### src/design/fsg_pkg.sv
// ----------------------------------------------------------------------------
// fsg_pkg
// Shared types and constants of the falling-sand grid block.
// ----------------------------------------------------------------------------
package fsg_pkg;

    localparam int FSG_GRID_COLS  = 128;
    localparam int FSG_GRID_ROWS  = 128;
    localparam int FSG_NUM_COLORS = 8;

    localparam int OP_W      = 2;
    localparam int POS_W     = 7;
    localparam int COLOR_W   = 3;
    localparam int S_TDATA_W = 24;
    localparam int M_TDATA_W = 8;

    typedef enum logic [OP_W-1:0] {
        OP_PLACE = 2'd0,
        OP_ERASE = 2'd1,
        OP_TICK  = 2'd2,
        OP_READ  = 2'd3
    } op_t;

    typedef enum logic [2:0] {
        DIR_SELF  = 3'd0,
        DIR_DOWN  = 3'd1,
        DIR_LEFT  = 3'd2,
        DIR_RIGHT = 3'd3,
        DIR_EAST  = 3'd4
    } dir_t;

    typedef struct packed {
        logic               occ;
        logic [COLOR_W-1:0] color;
    } cell_t;

    typedef struct packed {
        op_t                op;
        logic [POS_W-1:0]   x;
        logic [POS_W-1:0]   y;
        logic [COLOR_W-1:0] color;
    } item_t;

    typedef struct packed {
        logic               placed_ok;
        logic               cell_occupied;
        logic [COLOR_W-1:0] cell_color;
    } result_t;

endpackage

### src/design/fsg_addr_unit.sv
// ----------------------------------------------------------------------------
// fsg_addr_unit
// Neighbor address and bounds check, shared by every operation.
// ----------------------------------------------------------------------------
module fsg_addr_unit
    import fsg_pkg::*;
#(
    parameter int GRID_COLS = FSG_GRID_COLS,
    parameter int GRID_ROWS = FSG_GRID_ROWS
)
(
    input  logic [$clog2(GRID_COLS)-1:0]                      x,
    input  logic [$clog2(GRID_ROWS)-1:0]                      y,
    input  dir_t                                              dir,
    output logic [$clog2(GRID_COLS)+$clog2(GRID_ROWS)-1:0]    addr,
    output logic                                              valid
);

    localparam int COL_W = $clog2(GRID_COLS);
    localparam int ROW_W = $clog2(GRID_ROWS);

    logic [COL_W:0]   x_inc;
    logic [ROW_W:0]   y_inc;
    logic [COL_W-1:0] x_dec;
    logic [COL_W-1:0] tx;
    logic [ROW_W-1:0] ty;
    logic             down_ok;
    logic             right_ok;
    logic             left_ok;

    assign x_inc    = {1'b0, x} + (COL_W+1)'(1);
    assign y_inc    = {1'b0, y} + (ROW_W+1)'(1);
    assign x_dec    = x - COL_W'(1);
    assign down_ok  = y_inc < (ROW_W+1)'(GRID_ROWS);
    assign right_ok = x_inc < (COL_W+1)'(GRID_COLS);
    assign left_ok  = x != '0;

    always_comb
    begin
        tx    = x;
        ty    = y;
        valid = 1'b0;
        unique case (dir)
            DIR_SELF:
            begin
                valid = 1'b1;
            end
            DIR_DOWN:
            begin
                ty    = y_inc[ROW_W-1:0];
                valid = down_ok;
            end
            DIR_LEFT:
            begin
                tx    = x_dec;
                ty    = y_inc[ROW_W-1:0];
                valid = down_ok && left_ok;
            end
            DIR_RIGHT:
            begin
                tx    = x_inc[COL_W-1:0];
                ty    = y_inc[ROW_W-1:0];
                valid = down_ok && right_ok;
            end
            DIR_EAST:
            begin
                tx    = x_inc[COL_W-1:0];
                valid = right_ok;
            end
            default:
            begin
                valid = 1'b0;
            end
        endcase
    end

    assign addr = {tx, ty};

endmodule

### config.mk
export PLATFORM = sky130hd
export DESIGN_NAME = fsg_addr_unit
export DESIGN_NICKNAME = d
export VERILOG_FILES = /design/src/design/fsg_pkg.sv /design/src/design/fsg_addr_unit.sv
export SDC_FILE = /design/constraint.sdc
export NUM_CORES = 1
export LEC_CHECK = 0
export BUFFER_PORTS_ARGS = -buffer_cell sky130_fd_sc_hd__buf_2
export CORE_AREA = 3 3 40 42
export DETAILED_ROUTE_END_ITERATION = 7
export DIE_AREA = 0 0 43 45
export MAX_ROUTING_LAYER = met4
export PLACE_DENSITY = 0.68
export SETUP_SLACK_MARGIN = 0.5
export SLEW_MARGIN = 20
export SYNTH_ARGS = -nofsm -noshare
export SYNTH_HDL_FRONTEND = slang
export SYNTH_SLANG_ARGS = --single-unit
### constraint.sdc
create_clock -name vclk -period 1.3
set_clock_uncertainty 0.05 [all_clocks]
set_input_delay 0 -clock vclk [all_inputs]
set_output_delay 0 -clock vclk [all_outputs]
set_load 0.02 [all_outputs]
==> results of run 1 <==
-- logic make-up after synthesis --
logic type | after synthesis | share of synthesized area [%]
buffers and inverters | 7 | 7.73
adder cells (fa/ha/maj) | 3 | 7.73
XOR/XNOR | 12 | 21.6
multiplexers | 1 | 2.32
AO/OA/AOI/OAI | 14 | 24.0
AND/OR/NAND/NOR | 31 | 36.6
-- timing repair --
action / in CTS
gates resized for setup: 60
pin swaps: 20
setup buffers: 10
endpoints found under the setup margin: 15
-- through the flow --
stage                     area [um^2]  instances  util (%)
after CTS                        1210        129      94.2
after floorplan                   704         68         -
after detailed placement          895        119      69.6
after global placement            895        119      69.6
==> summary.txt, run 1 <==
Run status
  – Outcome: did not finish
  – Exit stage: 5_1_grt
  – Tool Error: [ERROR DPL-0038] Utilization greater than 100%, impossible to legalize

Synth
  – Synth top cells by count: nand2_1, xnor2_1, xor2_1
  – Syn Std Cell Area: 485 um^2
  – Synth warn: 0
  – Syn Area/Cell: 7.14 um^2
  – Post-Syn Nets: 88
  – Register area share after synthesis: 0%
  – Area fraction of the dominant cell type after synthesis: 10.8%
  – Cell count after synthesis: 68
  – Most frequent cell after synthesis: nand2_1
  – Yosys cell types: 32
  – Yosys top cell by area: xnor2_1
  – Largest cells by area after synthesis: xnor2_1, xor2_1, ha_1

Floorplanning
  – Io pins: 32
  – Starting Density: 37.8%
  – Die H: 45 um
  – Die X: 43 um
  – Num rows: 13

Global routing
  – Pin count of the biggest net entering global routing: 10

Clock tree
  – Hold_buf cts: 0

Placement
  – I/O Buffers: 32
  – HPWL after DPL: 1330 um
  – Pre-CTS setup slack: -0.144 ns
  – Routability cong.: 0.762

Timing
  – Worst EP post-GRT repair: valid
  – Worst ep type: primary output
==> run 2: changes to the inputs <==
CORE_AREA = 3 3 64 66   (was 3 3 40 42)
DIE_AREA = 0 0 67 69   (was 0 0 43 45)
MAX_ROUTING_LAYER = unset   (was met4)
PLACE_DENSITY = unset   (was 0.68)
PLACE_DENSITY_LB_ADDON = 0.15   (was unset)
SETUP_SLACK_MARGIN = unset   (was 0.5)
==> run 2 against run 1 <==
The flow now finishes, with violations (negative setup slack). Synthesized cell count is the same. Area after synthesis is the same.
==> summary.txt, run 2 <==
Global routing
  – Pin count of the biggest net entering global routing: 10
  – First-pass GRT wire length: 2570 um
  – GRT Util Overall: 6.66%
  – Number of global-route vias before repair: 563
  – Antenna violations before repair: 0
  – GRT overflow: 0

Final layout
  – Clock buffers: 0
  – Fillers: 422
  – Most frequent cells in the layout: buf_2, buf_4, nand2_1, xor2_1, xnor2_1
  – Fin area: 853 um^2
  – Most common cell after layout, fill and taps aside: buf_2
  – Synth-to-layout area growth: 75.8%
  – Layout cells sized above 1: 52.7%
  – Multi-input gate area: 504 um^2
  – FF/Latch Area: 0 um^2
  – Layout Nets: 132
  – Seq_cells: 0
  – Diode count: 0

Worst setup path
  – Cell repeated most along the worst path: buf_2
  – Setup crit start kind: input pin
  – Delay-heaviest family, CP: simple AND/OR/NAND/NOR gates
  – Worst-path cell chain: buf_2, inv_1, ha_4, nand2b_1, or4_1, o311a_1, a2bb2oi_1, buf_2
  – Kind of critical path: in2out
  – Max incr delay on CP: 0.41 ns
  – Critical path data required time: 1.25 ns
  – Worst path slowest cell: or4_1
  – Buf/Inv on CP: 3
  – Crit path DAT: 1.44 ns
  – Max FO, Critical Path: 2
  – Worst Setup End Kind: primary output

Timing
  – Final setup viols: 1
  – TNS Setup: -0.187 ns
  – Worst rel slew slack: 77.3%
  – Max-slew violation count: 0
  – Fin crit share: 114%
  – Final worst slack: -0.187 ns
  – Min Tclk post-route: 1.49 ns
  – Worst Max-Slew Pin Slew: 0.336 ns
  – Fmax: 672 MHz
  – RSZ-0062 raised after global routing: yes
  – Fin. Hold Viols: 0

Synth
  – Register area share after synthesis: 0%
  – Synth warn: 0
  – Area fraction of the dominant cell type after synthesis: 10.8%
  – Synth top cells by count: nand2_1, xnor2_1, xor2_1
  – Cell count after synthesis: 68
  – Post-Syn Nets: 88
  – Syn Area/Cell: 7.14 um^2
  – Most frequent cell after synthesis: nand2_1
  – Syn Std Cell Area: 485 um^2
  – Yosys cell types: 32
  – Largest cells by area after synthesis: xnor2_1, xor2_1, ha_1
  – Yosys top cell by area: xnor2_1

Floorplanning
  – Io pins: 32
  – Die ar.: 0.00462 mm^2
  – Core area: 0.00363 mm^2
  – Num rows: 22
  – Die X: 67 um
  – Starting Density: 13.4%
  – Die H: 69 um

Run status
  – Violated checks: negative setup slack
  – Outcome: finished, violations left

Power and ir drop
  – LEAKAGE: 0.388 nW
  – Worst vdd ir: 0.0626 mV
  – PwrDens: 349 mW/mm^2
  – Tot Pwr: 0.298 mW

Detailed routing
  – Final WL: 1760 um
  – Final ANT Viol Nets: 0
  – Vias/cell: 4.15
  – Wirelength per Cell: 11.1 um
  – DRT Pass-1 Iters: 4
  – Starting DRT DRC Count: 4
  – Via count: 655
  – Drt drc: 0

Flow run
  – Max-Cap Viols: 0

Placement
  – HPWL after DPL: 1470 um
  – Routability cong.: 0.696
  – Pre-CTS setup slack: -0.182 ns
  – I/O Buffers: 32
  – Placed Instance Area: 769 um^2

Worst hold path
  – Worst hold path class: in2out

Clock tree
  – Hold_buf cts: 0
[run 2: cell counts after synthesis]
Identical to the previous run, type by type.
[run 2: final timing paths]
| path | end | depth (start not counted) | startpoint |
|---|---|---|---|
| hold / removal | addr[6] | 3 | y[6] |
| setup / recovery | valid | 8 | x[1] |
[run 2: layer usage]
metal  vias up  track usage (%)  wire, um
met4         0                0         0
met5         -                0         0
met3         0            0.326       103
met2        19             13.2       947
met1       299             8.01       706
li1        337                -         -
[run 2: cell families after synthesis]
family                     Yosys count  synth area share, %
muxes                                1                 2.32
buffers and inverters                7                 7.73
xor gates and xnor gates            12                 21.6
adders and majority gates            3                 7.73
AOI/OAI and AO/OA                   14                 24.0
and+or+nand+nor                     31                 36.6
[run 2: cell type report]
cell class	instances	area share [%]
tap	48	7.04
timing repair buffer	46	32.6
inverter	3	1.32
multi-input combinational	61	59.1
[run 2: report_power, final]
part / leakage, nW / total (mW) / internal [mW] / switching (mW)
combinational: 0.388 / 0.298 / 0.134 / 0.164
clock: 0 / 0 / 0 / 0
sequential: 0 / 0 / 0 / 0
[run 2: stage by stage]
step	cells	utilization, %	hold WS [ns]
2_1_floorplan	68	-	0.0783
3_3_place_gp	156	21.2	0.254
3_5_place_dp	156	21.2	0.255
4_1_cts	156	21.3	0.255
5_1_grt	158	23.5	0.270
6_report	158	23.5	0.251
[run 2: what timing repair did]
action | 4_1_cts | 5_1_grt
pin swaps | 0 | 3
setup buffers | 0 | 2
setup endpoints to repair | 2 | 5
gates resized for setup | 1 | 12
Note: power is estimated with default switching activity, not from simulation.
