[src/design/fsg_pkg.sv]
// ----------------------------------------------------------------------------
// fsg_pkg
// Shared types and constants of the falling-sand grid block.
// ----------------------------------------------------------------------------
package fsg_pkg;

    localparam int FSG_GRID_COLS  = 128;
    localparam int FSG_GRID_ROWS  = 128;
    localparam int FSG_NUM_COLORS = 8;

    localparam int OP_W      = 2;
    localparam int POS_W     = 7;
    localparam int COLOR_W   = 3;
    localparam int S_TDATA_W = 24;
    localparam int M_TDATA_W = 8;

    typedef enum logic [OP_W-1:0] {
        OP_PLACE = 2'd0,
        OP_ERASE = 2'd1,
        OP_TICK  = 2'd2,
        OP_READ  = 2'd3
    } op_t;

    typedef enum logic [2:0] {
        DIR_SELF  = 3'd0,
        DIR_DOWN  = 3'd1,
        DIR_LEFT  = 3'd2,
        DIR_RIGHT = 3'd3,
        DIR_EAST  = 3'd4
    } dir_t;

    typedef struct packed {
        logic               occ;
        logic [COLOR_W-1:0] color;
    } cell_t;

    typedef struct packed {
        op_t                op;
        logic [POS_W-1:0]   x;
        logic [POS_W-1:0]   y;
        logic [COLOR_W-1:0] color;
    } item_t;

    typedef struct packed {
        logic               placed_ok;
        logic               cell_occupied;
        logic [COLOR_W-1:0] cell_color;
    } result_t;

endpackage

[src/design/fsg_seq.sv]
// ----------------------------------------------------------------------------
// fsg_seq
// Operation sequencer: clearing pass, place, erase, read and the tick sweep.
// ----------------------------------------------------------------------------
module fsg_seq
    import fsg_pkg::*;
#(
    parameter int GRID_COLS  = FSG_GRID_COLS,
    parameter int GRID_ROWS  = FSG_GRID_ROWS,
    parameter int NUM_COLORS = FSG_NUM_COLORS
)
(
    input  logic                                              clk,
    input  logic                                              rst_n,
    input  logic                                              start,
    input  item_t                                             item,
    output logic                                              ready,
    output logic                                              res_valid,
    input  logic                                              res_take,
    output result_t                                           res,
    output logic [$clog2(GRID_COLS)-1:0]                      unit_x,
    output logic [$clog2(GRID_ROWS)-1:0]                      unit_y,
    output dir_t                                              unit_dir,
    input  logic [$clog2(GRID_COLS)+$clog2(GRID_ROWS)-1:0]    unit_addr,
    input  logic                                              unit_valid,
    output logic                                              wr_en,
    output logic [$clog2(GRID_COLS)+$clog2(GRID_ROWS)-1:0]    wr_addr,
    output cell_t                                             wr_data,
    output logic [$clog2(GRID_COLS)+$clog2(GRID_ROWS)-1:0]    rd_addr,
    input  cell_t                                             rd_data
);

    localparam int COL_W  = $clog2(GRID_COLS);
    localparam int ROW_W  = $clog2(GRID_ROWS);
    localparam int ADDR_W = COL_W + ROW_W;
    localparam int DEPTH  = GRID_COLS * (2 ** ROW_W);

    localparam logic [ADDR_W-1:0]  ADDR_LAST = ADDR_W'(DEPTH - 1);
    localparam logic [COL_W-1:0]   COL_LAST  = COL_W'(GRID_COLS - 1);
    localparam logic [ROW_W-1:0]   ROW_LAST  = ROW_W'(GRID_ROWS - 1);
    localparam logic [COLOR_W-1:0] COLOR_TOP = COLOR_W'(NUM_COLORS - 1);

    typedef enum logic [14:0] {
        ST_CLEAR    = 15'b000000000000001,
        ST_IDLE     = 15'b000000000000010,
        ST_PLACE_RD = 15'b000000000000100,
        ST_PLACE_WR = 15'b000000000001000,
        ST_ERASE_RD = 15'b000000000010000,
        ST_ERASE_WR = 15'b000000000100000,
        ST_READ_RD  = 15'b000000001000000,
        ST_READ_CAP = 15'b000000010000000,
        ST_TICK_RD  = 15'b000000100000000,
        ST_TICK_CHK = 15'b000001000000000,
        ST_NB_RD    = 15'b000010000000000,
        ST_NB_CHK   = 15'b000100000000000,
        ST_MOVE_DST = 15'b001000000000000,
        ST_MOVE_SRC = 15'b010000000000000,
        ST_RESP     = 15'b100000000000000
    } state_t;

    state_t              state_reg, state_next;
    logic [ADDR_W-1:0]   clr_reg, clr_next;
    dir_t                dir_reg, dir_next;
    logic [COL_W-1:0]    x_reg, x_next;
    logic [ROW_W-1:0]    y_reg, y_next;
    logic [COLOR_W-1:0]  color_reg, color_next;
    cell_t               cur_reg, cur_next;
    result_t             res_reg, res_next;

    logic [31:0]         x_ext;
    logic [31:0]         y_ext;
    logic [31:0]         color_ext;
    logic                in_grid;
    logic                last_cell;
    state_t              adv_state;
    logic [COL_W-1:0]    x_adv;
    logic [ROW_W-1:0]    y_adv;

    assign x_ext     = 32'(item.x);
    assign y_ext     = 32'(item.y);
    assign color_ext = 32'(item.color);
    assign in_grid   = (x_ext < 32'(GRID_COLS)) && (y_ext < 32'(GRID_ROWS));
    assign last_cell = (x_reg == '0) && (y_reg == '0);

    always_comb
    begin
        adv_state = ST_TICK_RD;
        x_adv     = x_reg;
        y_adv     = y_reg - ROW_W'(1);
        if (last_cell)
        begin
            adv_state = ST_RESP;
        end
        else if (y_reg == '0)
        begin
            x_adv = x_reg - COL_W'(1);
            y_adv = ROW_LAST;
        end
    end

    always_comb
    begin
        state_next = state_reg;
        clr_next   = clr_reg;
        dir_next   = dir_reg;
        x_next     = x_reg;
        y_next     = y_reg;
        color_next = color_reg;
        cur_next   = cur_reg;
        res_next   = res_reg;
        wr_en      = 1'b0;
        wr_addr    = unit_addr;
        wr_data    = cur_reg;
        unique case (state_reg)
            ST_CLEAR:
            begin
                wr_en    = 1'b1;
                wr_addr  = clr_reg;
                wr_data  = '0;
                clr_next = clr_reg + ADDR_W'(1);
                if (clr_reg == ADDR_LAST)
                begin
                    state_next = ST_IDLE;
                end
            end
            ST_IDLE:
            begin
                if (start)
                begin
                    res_next   = '0;
                    dir_next   = DIR_SELF;
                    x_next     = x_ext[COL_W-1:0];
                    y_next     = y_ext[ROW_W-1:0];
                    color_next = (color_ext > 32'(NUM_COLORS - 1)) ? COLOR_TOP : item.color;
                    unique case (item.op)
                        OP_PLACE: state_next = in_grid ? ST_PLACE_RD : ST_RESP;
                        OP_ERASE: state_next = in_grid ? ST_ERASE_RD : ST_RESP;
                        OP_READ:  state_next = in_grid ? ST_READ_RD : ST_RESP;
                        OP_TICK:
                        begin
                            x_next     = COL_LAST;
                            y_next     = ROW_LAST;
                            state_next = ST_TICK_RD;
                        end
                        default:  state_next = ST_RESP;
                    endcase
                end
            end
            ST_PLACE_RD:
            begin
                state_next = ST_PLACE_WR;
            end
            ST_PLACE_WR:
            begin
                if (!rd_data.occ)
                begin
                    wr_en              = 1'b1;
                    wr_data.occ        = 1'b1;
                    wr_data.color      = color_reg;
                    res_next.placed_ok = 1'b1;
                end
                state_next = ST_RESP;
            end
            ST_ERASE_RD:
            begin
                state_next = unit_valid ? ST_ERASE_WR : ST_RESP;
            end
            ST_ERASE_WR:
            begin
                wr_en         = 1'b1;
                wr_data.occ   = 1'b0;
                wr_data.color = rd_data.color;
                if (dir_reg == DIR_SELF)
                begin
                    dir_next   = DIR_EAST;
                    state_next = ST_ERASE_RD;
                end
                else
                begin
                    state_next = ST_RESP;
                end
            end
            ST_READ_RD:
            begin
                state_next = ST_READ_CAP;
            end
            ST_READ_CAP:
            begin
                res_next.cell_occupied = rd_data.occ;
                res_next.cell_color    = rd_data.color;
                state_next             = ST_RESP;
            end
            ST_TICK_RD:
            begin
                state_next = ST_TICK_CHK;
            end
            ST_TICK_CHK:
            begin
                cur_next = rd_data;
                if (rd_data.occ && (y_reg != ROW_LAST))
                begin
                    dir_next   = DIR_DOWN;
                    state_next = ST_NB_RD;
                end
                else
                begin
                    x_next     = x_adv;
                    y_next     = y_adv;
                    state_next = adv_state;
                end
            end
            ST_NB_RD:
            begin
                if (unit_valid)
                begin
                    state_next = ST_NB_CHK;
                end
                else if (dir_reg == DIR_RIGHT)
                begin
                    dir_next   = DIR_SELF;
                    x_next     = x_adv;
                    y_next     = y_adv;
                    state_next = adv_state;
                end
                else
                begin
                    dir_next = (dir_reg == DIR_DOWN) ? DIR_LEFT : DIR_RIGHT;
                end
            end
            ST_NB_CHK:
            begin
                if (!rd_data.occ)
                begin
                    state_next = ST_MOVE_DST;
                end
                else if (dir_reg == DIR_RIGHT)
                begin
                    dir_next   = DIR_SELF;
                    x_next     = x_adv;
                    y_next     = y_adv;
                    state_next = adv_state;
                end
                else
                begin
                    dir_next   = (dir_reg == DIR_DOWN) ? DIR_LEFT : DIR_RIGHT;
                    state_next = ST_NB_RD;
                end
            end
            ST_MOVE_DST:
            begin
                wr_en      = 1'b1;
                wr_data    = cur_reg;
                dir_next   = DIR_SELF;
                state_next = ST_MOVE_SRC;
            end
            ST_MOVE_SRC:
            begin
                wr_en         = 1'b1;
                wr_data.occ   = 1'b0;
                wr_data.color = cur_reg.color;
                x_next        = x_adv;
                y_next        = y_adv;
                state_next    = adv_state;
            end
            ST_RESP:
            begin
                if (res_take)
                begin
                    state_next = ST_IDLE;
                end
            end
            default:
            begin
                state_next = ST_IDLE;
            end
        endcase
    end

    always_ff @(posedge clk or negedge rst_n)
    begin
        if (!rst_n)
        begin
            state_reg <= ST_CLEAR;
            clr_reg   <= '0;
            dir_reg   <= DIR_SELF;
        end
        else
        begin
            state_reg <= state_next;
            clr_reg   <= clr_next;
            dir_reg   <= dir_next;
        end
    end

    always_ff @(posedge clk)
    begin
        x_reg     <= x_next;
        y_reg     <= y_next;
        color_reg <= color_next;
        cur_reg   <= cur_next;
        res_reg   <= res_next;
    end

    assign ready     = (state_reg == ST_IDLE);
    assign res_valid = (state_reg == ST_RESP);
    assign res       = res_reg;
    assign unit_x    = x_reg;
    assign unit_y    = y_reg;
    assign unit_dir  = dir_reg;
    assign rd_addr   = unit_addr;

endmodule

[config.mk]
export PLATFORM = sky130hd
export DESIGN_NAME = fsg_seq
export DESIGN_NICKNAME = d
export VERILOG_FILES = /design/src/design/fsg_pkg.sv /design/src/design/fsg_seq.sv
export SDC_FILE = /design/constraint.sdc
export NUM_CORES = 1
export LEC_CHECK = 0
export BUFFER_PORTS_ARGS = -buffer_cell sky130_fd_sc_hd__buf_2
export CORE_ASPECT_RATIO = 2
export CORE_MARGIN = 2
export CORE_UTILIZATION = 24
export CTS_CLUSTER_SIZE = 25
export DETAILED_ROUTE_END_ITERATION = 8
export PLACE_DENSITY_LB_ADDON = 0.12
export SLEW_MARGIN = 20
export SYNTH_ARGS = -nofsm -noshare
export SYNTH_HDL_FRONTEND = slang
export SYNTH_SLANG_ARGS = --single-unit
[constraint.sdc]
create_clock -name clk -period 3.8 [get_ports clk]
set_input_delay 0.19 -clock clk [delete_from_list [all_inputs] [get_ports clk]]
set_output_delay 0.19 -clock clk [all_outputs]
set_load 0.05 [all_outputs]
==> flow_metrics.env, run 1 <==
export IMPL_yosys_cell_types_count=60
export IMPL_setup_viol=0
export IMPL_path_class="flop to output port"
export IMPL_slew_viol_final=0
export IMPL_finalPower_mw=3.11
export IMPL_drc=0
export IMPL_final_area_mm2=0.00450
export IMPL_syn_inst=385
export IMPL_skew_ns=0.00601
export IMPL_wirelength_um=10900
export IMPL_synth_nets=432
export IMPL_place_ws_ns=1.01
export IMPL_tightest_slew_ns=0.965
export IMPL_antenna_found_initial=0
export IMPL_pin_count=99
export IMPL_start_util=0.243
export IMPL_rows=63
export IMPL_max_freq_mhz=328
export IMPL_synth_xor_area_frac=0.0635
export IMPL_final_hold_viol_count=0
export IMPL_coreArea_mm2=0.0147
export IMPL_n_fill_cell=1611
export IMPL_vias=3112
export IMPL_first_iter_violations=106
export IMPL_grt_pass1_wl_um=17300
export IMPL_async_flop_share=0.552
export IMPL_hold_slack_ns=0.0320
export IMPL_numCtsBuffers=9
export IMPL_status="finished, final reports clean"
export IMPL_io_buffer_count=98
export IMPL_via_per_inst=4.63
export IMPL_end_kind="output port"
export IMPL_worstSkewPairLatency_ns=0.33
export IMPL_placed_cell_area_mm2=0.00420
export IMPL_antenna_cells=0
export IMPL_synthAdderAreaFrac=0.0175
export IMPL_leakagePower_nw=1.99
export IMPL_grt_pass1_vias=3207
export IMPL_layout_drive_gt1_share=0.283
export IMPL_dp_hpwl_um=8760
export IMPL_clk_transition_reported_paths_ns=0.06
export IMPL_synth_compound_area_frac=0.102
export IMPL_clkSinkCount=58
export IMPL_h_tree_depth=3
export IMPL_cp_cell_sequence="nor4_4, nand3_1, nor3_1, nor3_1, nand2_1, nand2_1, buf_2"
export IMPL_yosysWarnings=0
export IMPL_cts_root_buf="clkbuf_16"
export IMPL_cts_tree="yes"
export IMPL_grt_overflow_total=0
export IMPL_pwr_density_cell_mw_per_mm2=690
export IMPL_path_max_fanout=9
export IMPL_hp_class="input pin to flop"
export IMPL_cp_arrival_ns=2.86
export IMPL_die_x_um=90.4
export IMPL_areaGrowthSynthToFinish_pct=25.5
export IMPL_critPathBufInv=1
export IMPL_critical_path_required_ns=3.61
export IMPL_seq_area_frac_synth=0.442
export IMPL_wl_per_cell_um=16.2
export IMPL_place_gp_congestion=0.835
export IMPL_grt_setup_unrepaired="no"
export IMPL_synth_edf_count=26
export IMPL_synth_avg_cell_area_um2=9.31
export IMPL_syn_cell_area_mm2=0.00358
export IMPL_vdd_ir_drop_max_v=0.000256
export IMPL_grt_max_degree=33
export IMPL_dr_pass1_iters=4
export IMPL_maxCapViolations=0
export IMPL_synth_mux_area_frac=0.00908
export IMPL_die_y_um=177
export IMPL_max_slew_margin=0.351
export IMPL_cp_start_kind="flop"
export IMPL_die_area_mm2=0.0160
export IMPL_clockBufferDepth=2
export IMPL_critical_path_top_delay_family="simple AND/OR/NAND/NOR gates"
export IMPL_largest_register_ffs=15
export IMPL_final_setup_tns_ns=0
export IMPL_period_share=0.802
export IMPL_max_stage_delay_ns=0.65
export IMPL_critPathSlowestCell="nor3_1"
export IMPL_setup_ws_ns=0.752
export IMPL_synthFlopType="dfrtp_1"
export IMPL_grt_use_total=0.141
export IMPL_synth_top_family_by_area="simple AND/OR/NAND/NOR gates"
export IMPL_ant_nets=0
export IMPL_ys_ff_latch=58
export IMPL_nets=519
export IMPL_yosys_area_share_simple=0.306
export IMPL_post_route_min_period_ns=3.05
[per-stage QoR]
stage / utilization / std cells
floorplan: - / 385
global placement: 0.285 / 655
detailed placement: 0.285 / 655
global route: 0.305 / 672
CTS: 0.305 / 672
finish: 0.305 / 672
[cell usage in the layout, fill, tap and decap left out, drive strengths merged, types with 7 or more instances in the layout]
| cell type | n |
|---|---|
| buf | 105 |
| nand2 | 74 |
| dfrtp | 31 |
| nor3 | 29 |
| edfxtp | 26 |
| nor2 | 22 |
| a21oi | 17 |
| xnor2 | 16 |
| inv | 13 |
| nand3 | 13 |
| clkbuf | 11 |
| xor2 | 10 |
| and2 | 8 |
| nand4 | 8 |
| nor2b | 7 |
| nor4b | 7 |
| nor4 | 7 |
[repair_timing]
item	in CTS	in global routing
resized for setup	0	0
hold endpoints to repair	31	0
hold buffers	1	0
setup buffers	0	0
[Yosys cell counts (4+ instances only)]
cell | instances | area [um2]
a21oi_1 | 15 | 75.1
nor4b_1 | 7 | 61.3
nand2_1 | 73 | 274
nor3_1 | 27 | 135
o21ai_0 | 6 | 30.0
xnor2_1 | 16 | 140
edfxtp_1 | 26 | 781
and2_1 | 8 | 50.1
xor2_1 | 10 | 87.6
nand2b_1 | 4 | 25.0
a2bb2oi_1 | 4 | 35.0
dfrtp_1 | 31 | 776
a22oi_1 | 4 | 30.0
nor2b_1 | 7 | 43.8
nor3b_1 | 5 | 37.5
nand4_1 | 7 | 43.8
nand3_1 | 13 | 65.1
nor2_1 | 22 | 82.6
nor4_1 | 4 | 25.0
ha_1 | 5 | 62.6
buf_4 | 14 | 105
clkbuf_1 | 12 | 45.0
inv_1 | 13 | 48.8
[report_power, final]
| part | leakage (nW) | switching, mW | internal (mW) |
|---|---|---|---|
| clock network | 0.140 | 0.282 | 0.516 |
| logic | 1.17 | 0.965 | 0.404 |
| registers | 0.680 | 0.129 | 0.811 |
| total | 1.99 | 1.38 | 1.73 |
[path summary, 6_finish.rpt]
| check | startpoint | cells after the start | end | slack, ns |
|---|---|---|---|---|
| max in group asynchronous | rst_n | 2 | state_reg[11]$_DFFE_PN0P_ | 2.79 |
| setup reg to reg | state_reg[8]$_DFFE_PN0P_ | 4 | res[2]$_SDFFCE_PN0P_ | 1.13 |
| hold / removal | item[2] | 1 | color_reg[2]$_SDFFCE_PN1P_ | 0.03 |
| min in group asynchronous | rst_n | 2 | clr_reg[3]$_DFFE_PN0P_ | 0.48 |
| hold reg to reg | clr_reg[12]$_DFFE_PN0P_ | 1 | clr_reg[12]$_DFFE_PN0P_ | 0.50 |
| setup / recovery | state_reg[4]$_DFFE_PN0P_ | 7 | wr_data[1] | 0.75 |
[kinds of logic (layout without fill, tap and decap cells)]
family          Yosys count  in the layout
flops                    58             58
fa+ha+maj                 5              5
simple gates            203            203
buf+inv                  43            135
xor+xnor                 26             26
compound gates           47             47
mux                       3              3
[metal layers]
layer  routed length [um]  track usage  share of wire  vias to the layer above
li1                     -            -              -                     1521
met1                 3620        0.128           0.33                     1480
met2                 6530        0.291           0.60                       92
met3                  435       0.0277          0.040                       19
met4                  329       0.0641          0.030                        0
met5                    0            0              0                        -
[layout make-up]
cell class                      instances  area [um2]  area share
Sequential cell                        58        1580       0.352
Timing Repair Buffer                  106         553       0.123
Clock buffer                           11         243      0.0539
Multi-Input combinational cell        284        1780       0.396
Tap cell                              195         244      0.0542
Clock inverter                          5        45.0      0.0100
Inverter                               13        48.8      0.0108
No activity file was read; power rests on OpenSTA's default activity.
==> run 2, diff against run 1 <==
==> constraint.sdc (replaced) <==
create_clock -name clk -period 3.1 [get_ports clk]
set_input_delay 0.155 -clock clk [delete_from_list [all_inputs] [get_ports clk]]
set_output_delay 0.155 -clock clk [all_outputs]
set_load 0.05 [all_outputs]
==> flow_metrics.env, run 2 (same netlist as run 1, synthesis figures left out) <==
export IMPL_cp_arrival_ns=2.61
export IMPL_pwr_density_cell_mw_per_mm2=825
export IMPL_path_max_fanout=18
export IMPL_coreArea_mm2=0.0147
export IMPL_grt_pass1_vias=3217
export IMPL_place_inst=661
export IMPL_setup_viol=0
export IMPL_hp_class="input pin to flop"
export IMPL_drc=0
export IMPL_pin_count=99
export IMPL_reg2regPathDepth=7
export IMPL_status="finished, final reports clean"
export IMPL_layout_drive_gt1_share=0.297
export IMPL_io_buffer_count=98
export IMPL_rrSetupSlack_ns=0.56
export IMPL_clockBufferDepth=2
export IMPL_final_cells=680
export IMPL_numCtsBuffers=9
export IMPL_grt_use_total=0.142
export IMPL_layout_cells_most_common="buf_2"
export IMPL_grt_max_degree=33
export IMPL_reg2reg_to="unit_x[1]$_DFFE_PP_"
export IMPL_post_route_min_period_ns=2.77
export IMPL_vdd_ir_drop_max_v=0.000301
export IMPL_min_from="item[0]"
export IMPL_cts_root_buf="clkbuf_16"
export IMPL_antenna_found_initial=0
export IMPL_worstSkewPairLatency_ns=0.34
export IMPL_areaGrowthSynthToFinish_pct=26.7
export IMPL_wl_per_cell_um=16.5
export IMPL_layout_common_cells="buf_2 (98), nand2_1 (73), dfrtp_1 (31)"
export IMPL_max_slew_margin=0.460
export IMPL_die_x_um=90.4
export IMPL_final_area_mm2=0.00454
export IMPL_reg2reg_from="state_reg[11]$_DFFE_PN0P_"
export IMPL_via_per_inst=4.62
export IMPL_hold_slack_ns=0.00778
export IMPL_grt_pass1_wl_um=17200
export IMPL_final_setup_tns_ns=0
export IMPL_hold_end="color_reg[0]$_SDFFCE_PN1P_"
export IMPL_end_kind="output port"
export IMPL_first_iter_violations=82
export IMPL_clk_transition_reported_paths_ns=0.06
export IMPL_leakagePower_nw=2.01
export IMPL_ant_nets=0
export IMPL_place_ws_ns=0.528
export IMPL_min_path_cells=1
export IMPL_die_area_mm2=0.0160
export IMPL_vias=3144
export IMPL_max_freq_mhz=362
export IMPL_critical_path_required_ns=2.94
export IMPL_clkSinkCount=58
export IMPL_start_util=0.243
export IMPL_tightest_slew_ns=0.810
export IMPL_placed_cell_area_mm2=0.00425
export IMPL_path_class="flop to output port"
export IMPL_rows=63
export IMPL_dp_hpwl_um=9030
export IMPL_place_gp_congestion=0.864
export IMPL_post_cts_setup_buffer_count=0
export IMPL_maxCapViolations=0
export IMPL_skew_ns=0.00749
export IMPL_setup_ws_ns=0.335
export IMPL_period_share=0.892
export IMPL_nets=527
export IMPL_wirelength_um=11200
export IMPL_slew_viol_final=0
export IMPL_largest_register_ffs=15
export IMPL_final_hold_viol_count=0
export IMPL_h_tree_depth=3
export IMPL_grt_overflow_total=0
export IMPL_cp_start_kind="flop"
export IMPL_die_y_um=177
export IMPL_dr_pass1_iters=4
export IMPL_cts_tree="yes"
export IMPL_grt_setup_unrepaired="no"
export IMPL_antenna_cells=0
run 2: cell count changes in the layout (fill, tap and decap cells not counted), sizes merged:
| cell | before | now |
|---|---|---|
| buf | 105 | 111 |
| clkinvlp | 0 | 2 |
| dlygate4sd3 | 1 | 3 |
| bufinv | 1 | 0 |
| clkbuf | 11 | 10 |
run 2: repair_timing:
item                                   in CTS  in global routing
endpoints found under the hold margin      33                  0
resized for setup                           0                  0
hold buffers                                3                  0
run 2: per-stage QoR:
step	util	power [mW]
3_5_place_dp	0.288	2.88
4_1_cts	0.308	3.80
3_3_place_gp	0.288	2.87
2_1_floorplan	-	2.39
5_1_grt	0.308	3.95
6_report	0.308	3.74
run 2: critical path, cell delays in order, from the launching register on:
cell	delay, ns
dfrtp_1	0.46
nor4_4	0.51
nand3_1	0.29
nor2b_1	0.32
buf_4	0.28
nand2_1	0.08
nand2_1	0.06
buf_2	0.25
run 2: how the worst max path moves through the flow:
stage	start	to	depth (start not counted)
2_1_floorplan	unit_y[0]$_DFFE_PP_	unit_x[0]$_DFFE_PP_	7
3_3_place_gp	state_reg[4]$_DFFE_PN0P_	state_reg[2]$_DFFE_PN0P_	4
3_5_place_dp	state_reg[11]$_DFFE_PN0P_	unit_x[1]$_DFFE_PP_	7
4_1_cts	state_reg[6]$_DFFE_PN0P_	wr_addr[0]	7
5_1_grt	state_reg[6]$_DFFE_PN0P_	wr_addr[1]	7
6_report	state_reg[6]$_DFFE_PN0P_	wr_addr[0]	7
run 2: area by class of cell:
type / count / area [um2]
clock inverters: 6 / 33.8
well taps: 195 / 244
multi-input cells: 284 / 1780
repair buffers: 114 / 618
flip-flops and latches: 58 / 1580
fillers: 1599 / 10200
clock buffers: 10 / 229
inverters: 13 / 48.8
run 2: metal layers:
layer | up-vias | share of wire | global-route usage
met2 | 98 | 0.61 | 0.300
met5 | - | 0 | 0
met1 | 1482 | 0.32 | 0.123
met3 | 20 | 0.039 | 0.0234
met4 | 0 | 0.034 | 0.0724
li1 | 1544 | - | -
run 2: power breakdown:
part | switching, mW | total, mW | internal [mW] | leakage [nW]
Combinational | 1.18 | 1.69 | 0.514 | 1.21
Clock | 0.368 | 0.901 | 0.533 | 0.126
Sequential | 0.160 | 1.15 | 0.993 | 0.680
==> run 3, diff against run 2 <==
--- a/config.mk
+++ b/config.mk
@@ -11,6 +11,7 @@
 export CORE_UTILIZATION = 24
 export CTS_CLUSTER_SIZE = 25
 export DETAILED_ROUTE_END_ITERATION = 8
+export MAX_ROUTING_LAYER = met4
 export PLACE_DENSITY_LB_ADDON = 0.12
 export SLEW_MARGIN = 20
 export SYNTH_ARGS = -nofsm -noshare
==> flow_metrics.env, run 3 (same netlist as run 1, synthesis figures left out) <==
export IMPL_finalPower_mw=3.78
export IMPL_dp_hpwl_um=9310
export IMPL_reg2reg_to="res[1]$_SDFFCE_PN0P_"
export IMPL_grt_overflow_total=0
export IMPL_grt_use_total=0.151
export IMPL_layout_common_cells="buf_2 (98), nand2_1 (73), dfrtp_1 (31)"
export IMPL_drc=0
export IMPL_start_util=0.243
export IMPL_period_share=0.909
export IMPL_path_max_fanout=18
export IMPL_maxCapViolations=0
export IMPL_status="finished, final reports clean"
export IMPL_rrSetupSlack_ns=0.50
export IMPL_post_cts_setup_buffer_count=0
export IMPL_coreArea_mm2=0.0147
export IMPL_io_buffer_count=98
export IMPL_reg2regPathDepth=5
export IMPL_areaGrowthSynthToFinish_pct=27.2
export IMPL_cp_start_kind="flop"
export IMPL_layout_cells_most_common="buf_2"
export IMPL_numCtsBuffers=9
export IMPL_grt_pass1_wl_um=17600
export IMPL_pin_count=99
export IMPL_n_fill_cell=1570
export IMPL_cts_root_buf="clkbuf_16"
export IMPL_worstSkewPairLatency_ns=0.34
export IMPL_min_path_cells=1
export IMPL_dr_pass1_iters=6
export IMPL_path_class="flop to output port"
export IMPL_critical_path_required_ns=2.94
export IMPL_hold_end="cur_reg[2]$_DFFE_PP_"
export IMPL_first_iter_violations=153
export IMPL_h_tree_depth=3
export IMPL_leakagePower_nw=2.02
export IMPL_wirelength_um=11600
export IMPL_grt_setup_unrepaired="no"
export IMPL_grt_max_degree=33
export IMPL_grt_pass1_vias=3287
export IMPL_die_area_mm2=0.0160
export IMPL_antenna_found_initial=0
export IMPL_min_from="rd_data[2]"
export IMPL_slew_viol_final=0
export IMPL_skew_ns=0.00742
export IMPL_clk_transition_reported_paths_ns=0.06
export IMPL_die_x_um=90.4
export IMPL_pwr_density_cell_mw_per_mm2=828
export IMPL_hp_class="input pin to flop"
export IMPL_post_route_min_period_ns=2.82
export IMPL_reg2reg_from="state_reg[8]$_DFFE_PN0P_"
export IMPL_vias=3207
export IMPL_via_per_inst=4.70
export IMPL_max_slew_margin=0.452
export IMPL_antenna_cells=0
export IMPL_max_freq_mhz=355
export IMPL_wl_per_cell_um=17.0
export IMPL_die_y_um=177
export IMPL_final_hold_viol_count=0
export IMPL_place_gp_congestion=0.812
export IMPL_rows=63
export IMPL_cp_arrival_ns=2.66
export IMPL_vdd_ir_drop_max_v=0.000297
export IMPL_final_setup_tns_ns=0
export IMPL_final_util=0.309
export IMPL_nets=529
export IMPL_setup_viol=0
export IMPL_clockBufferDepth=2
export IMPL_cts_tree="yes"
export IMPL_largest_register_ffs=15
export IMPL_clkSinkCount=58
export IMPL_tightest_slew_ns=0.821
export IMPL_layout_drive_gt1_share=0.298
export IMPL_end_kind="output port"
export IMPL_ant_nets=0
## run 3: cell types whose count changed in the layout (fill, tap and decap cells not counted)
cell / change
clkinv_4: +1
dlygate4sd3_1: +1
buf_4: +1
clkinvlp_4: -1
## run 3: worst max-delay path by stage
stage | start | cells past startpoint | slack, ns | to
2_1_floorplan | unit_y[0]$_DFFE_PP_ | 7 | 0.32 | unit_x[0]$_DFFE_PP_
3_3_place_gp | state_reg[8]$_DFFE_PN0P_ | 5 | 0.50 | res[3]$_SDFFCE_PN0P_
3_5_place_dp | state_reg[8]$_DFFE_PN0P_ | 5 | 0.47 | res[1]$_SDFFCE_PN0P_
4_1_cts | state_reg[6]$_DFFE_PN0P_ | 7 | 0.26 | wr_addr[0]
5_1_grt | state_reg[4]$_DFFE_PN0P_ | 7 | 0.04 | wr_addr[13]
6_report | state_reg[6]$_DFFE_PN0P_ | 7 | 0.28 | wr_addr[0]
## run 3: report_power, final
part | switching, mW | leakage, nW | internal, mW
Clock | 0.371 | 0.130 | 0.534
Sequential | 0.161 | 0.680 | 0.993
Combinational | 1.20 | 1.22 | 0.517
## run 3: worst max-delay path, stage by stage, from the launching register on
cell     delay [ns]
dfrtp_1        0.46
nor4_4         0.53
nand3_1        0.32
nor2b_1        0.33
buf_4          0.28
nand2_1        0.08
nand2_1        0.06
buf_2          0.25
## run 3: what timing repair did
action	in CTS	in global routing
hold buffers	4	0
resized for setup	0	0
hold endpoints to repair	34	0
## run 3: layer usage
layer  track usage  routed length [um]  up-vias
met5             -                   0        -
met4        0.0923                 556        0
met3        0.0234                 363       29
met2         0.307                6960      103
met1         0.122                3730     1518
li1              -                   -     1557
## run 3: cell type report
type / count / area [um2] / area share
clock buffers: 10 / 229 / 0.0502
clock inverters: 6 / 35.0 / 0.00768
inverters: 13 / 48.8 / 0.0107
multi-input cells: 284 / 1780 / 0.391
flip-flops and latches: 58 / 1580 / 0.347
well taps: 195 / 244 / 0.0535
repair buffers: 116 / 636 / 0.139
## run 3: through the flow
step | worst slack, ns | hold WS [ns] | instance area, um2 | std cells
global placement | 0.503 | 0.287 | 4260 | 662
CTS | 0.265 | 0.0321 | 4560 | 682
finish | 0.283 | 0.0327 | 4560 | 682
floorplan | 0.316 | -0.141 | 3580 | 385
detailed placement | 0.474 | 0.300 | 4260 | 662
global route | 0.0437 | 0.0323 | 4560 | 682
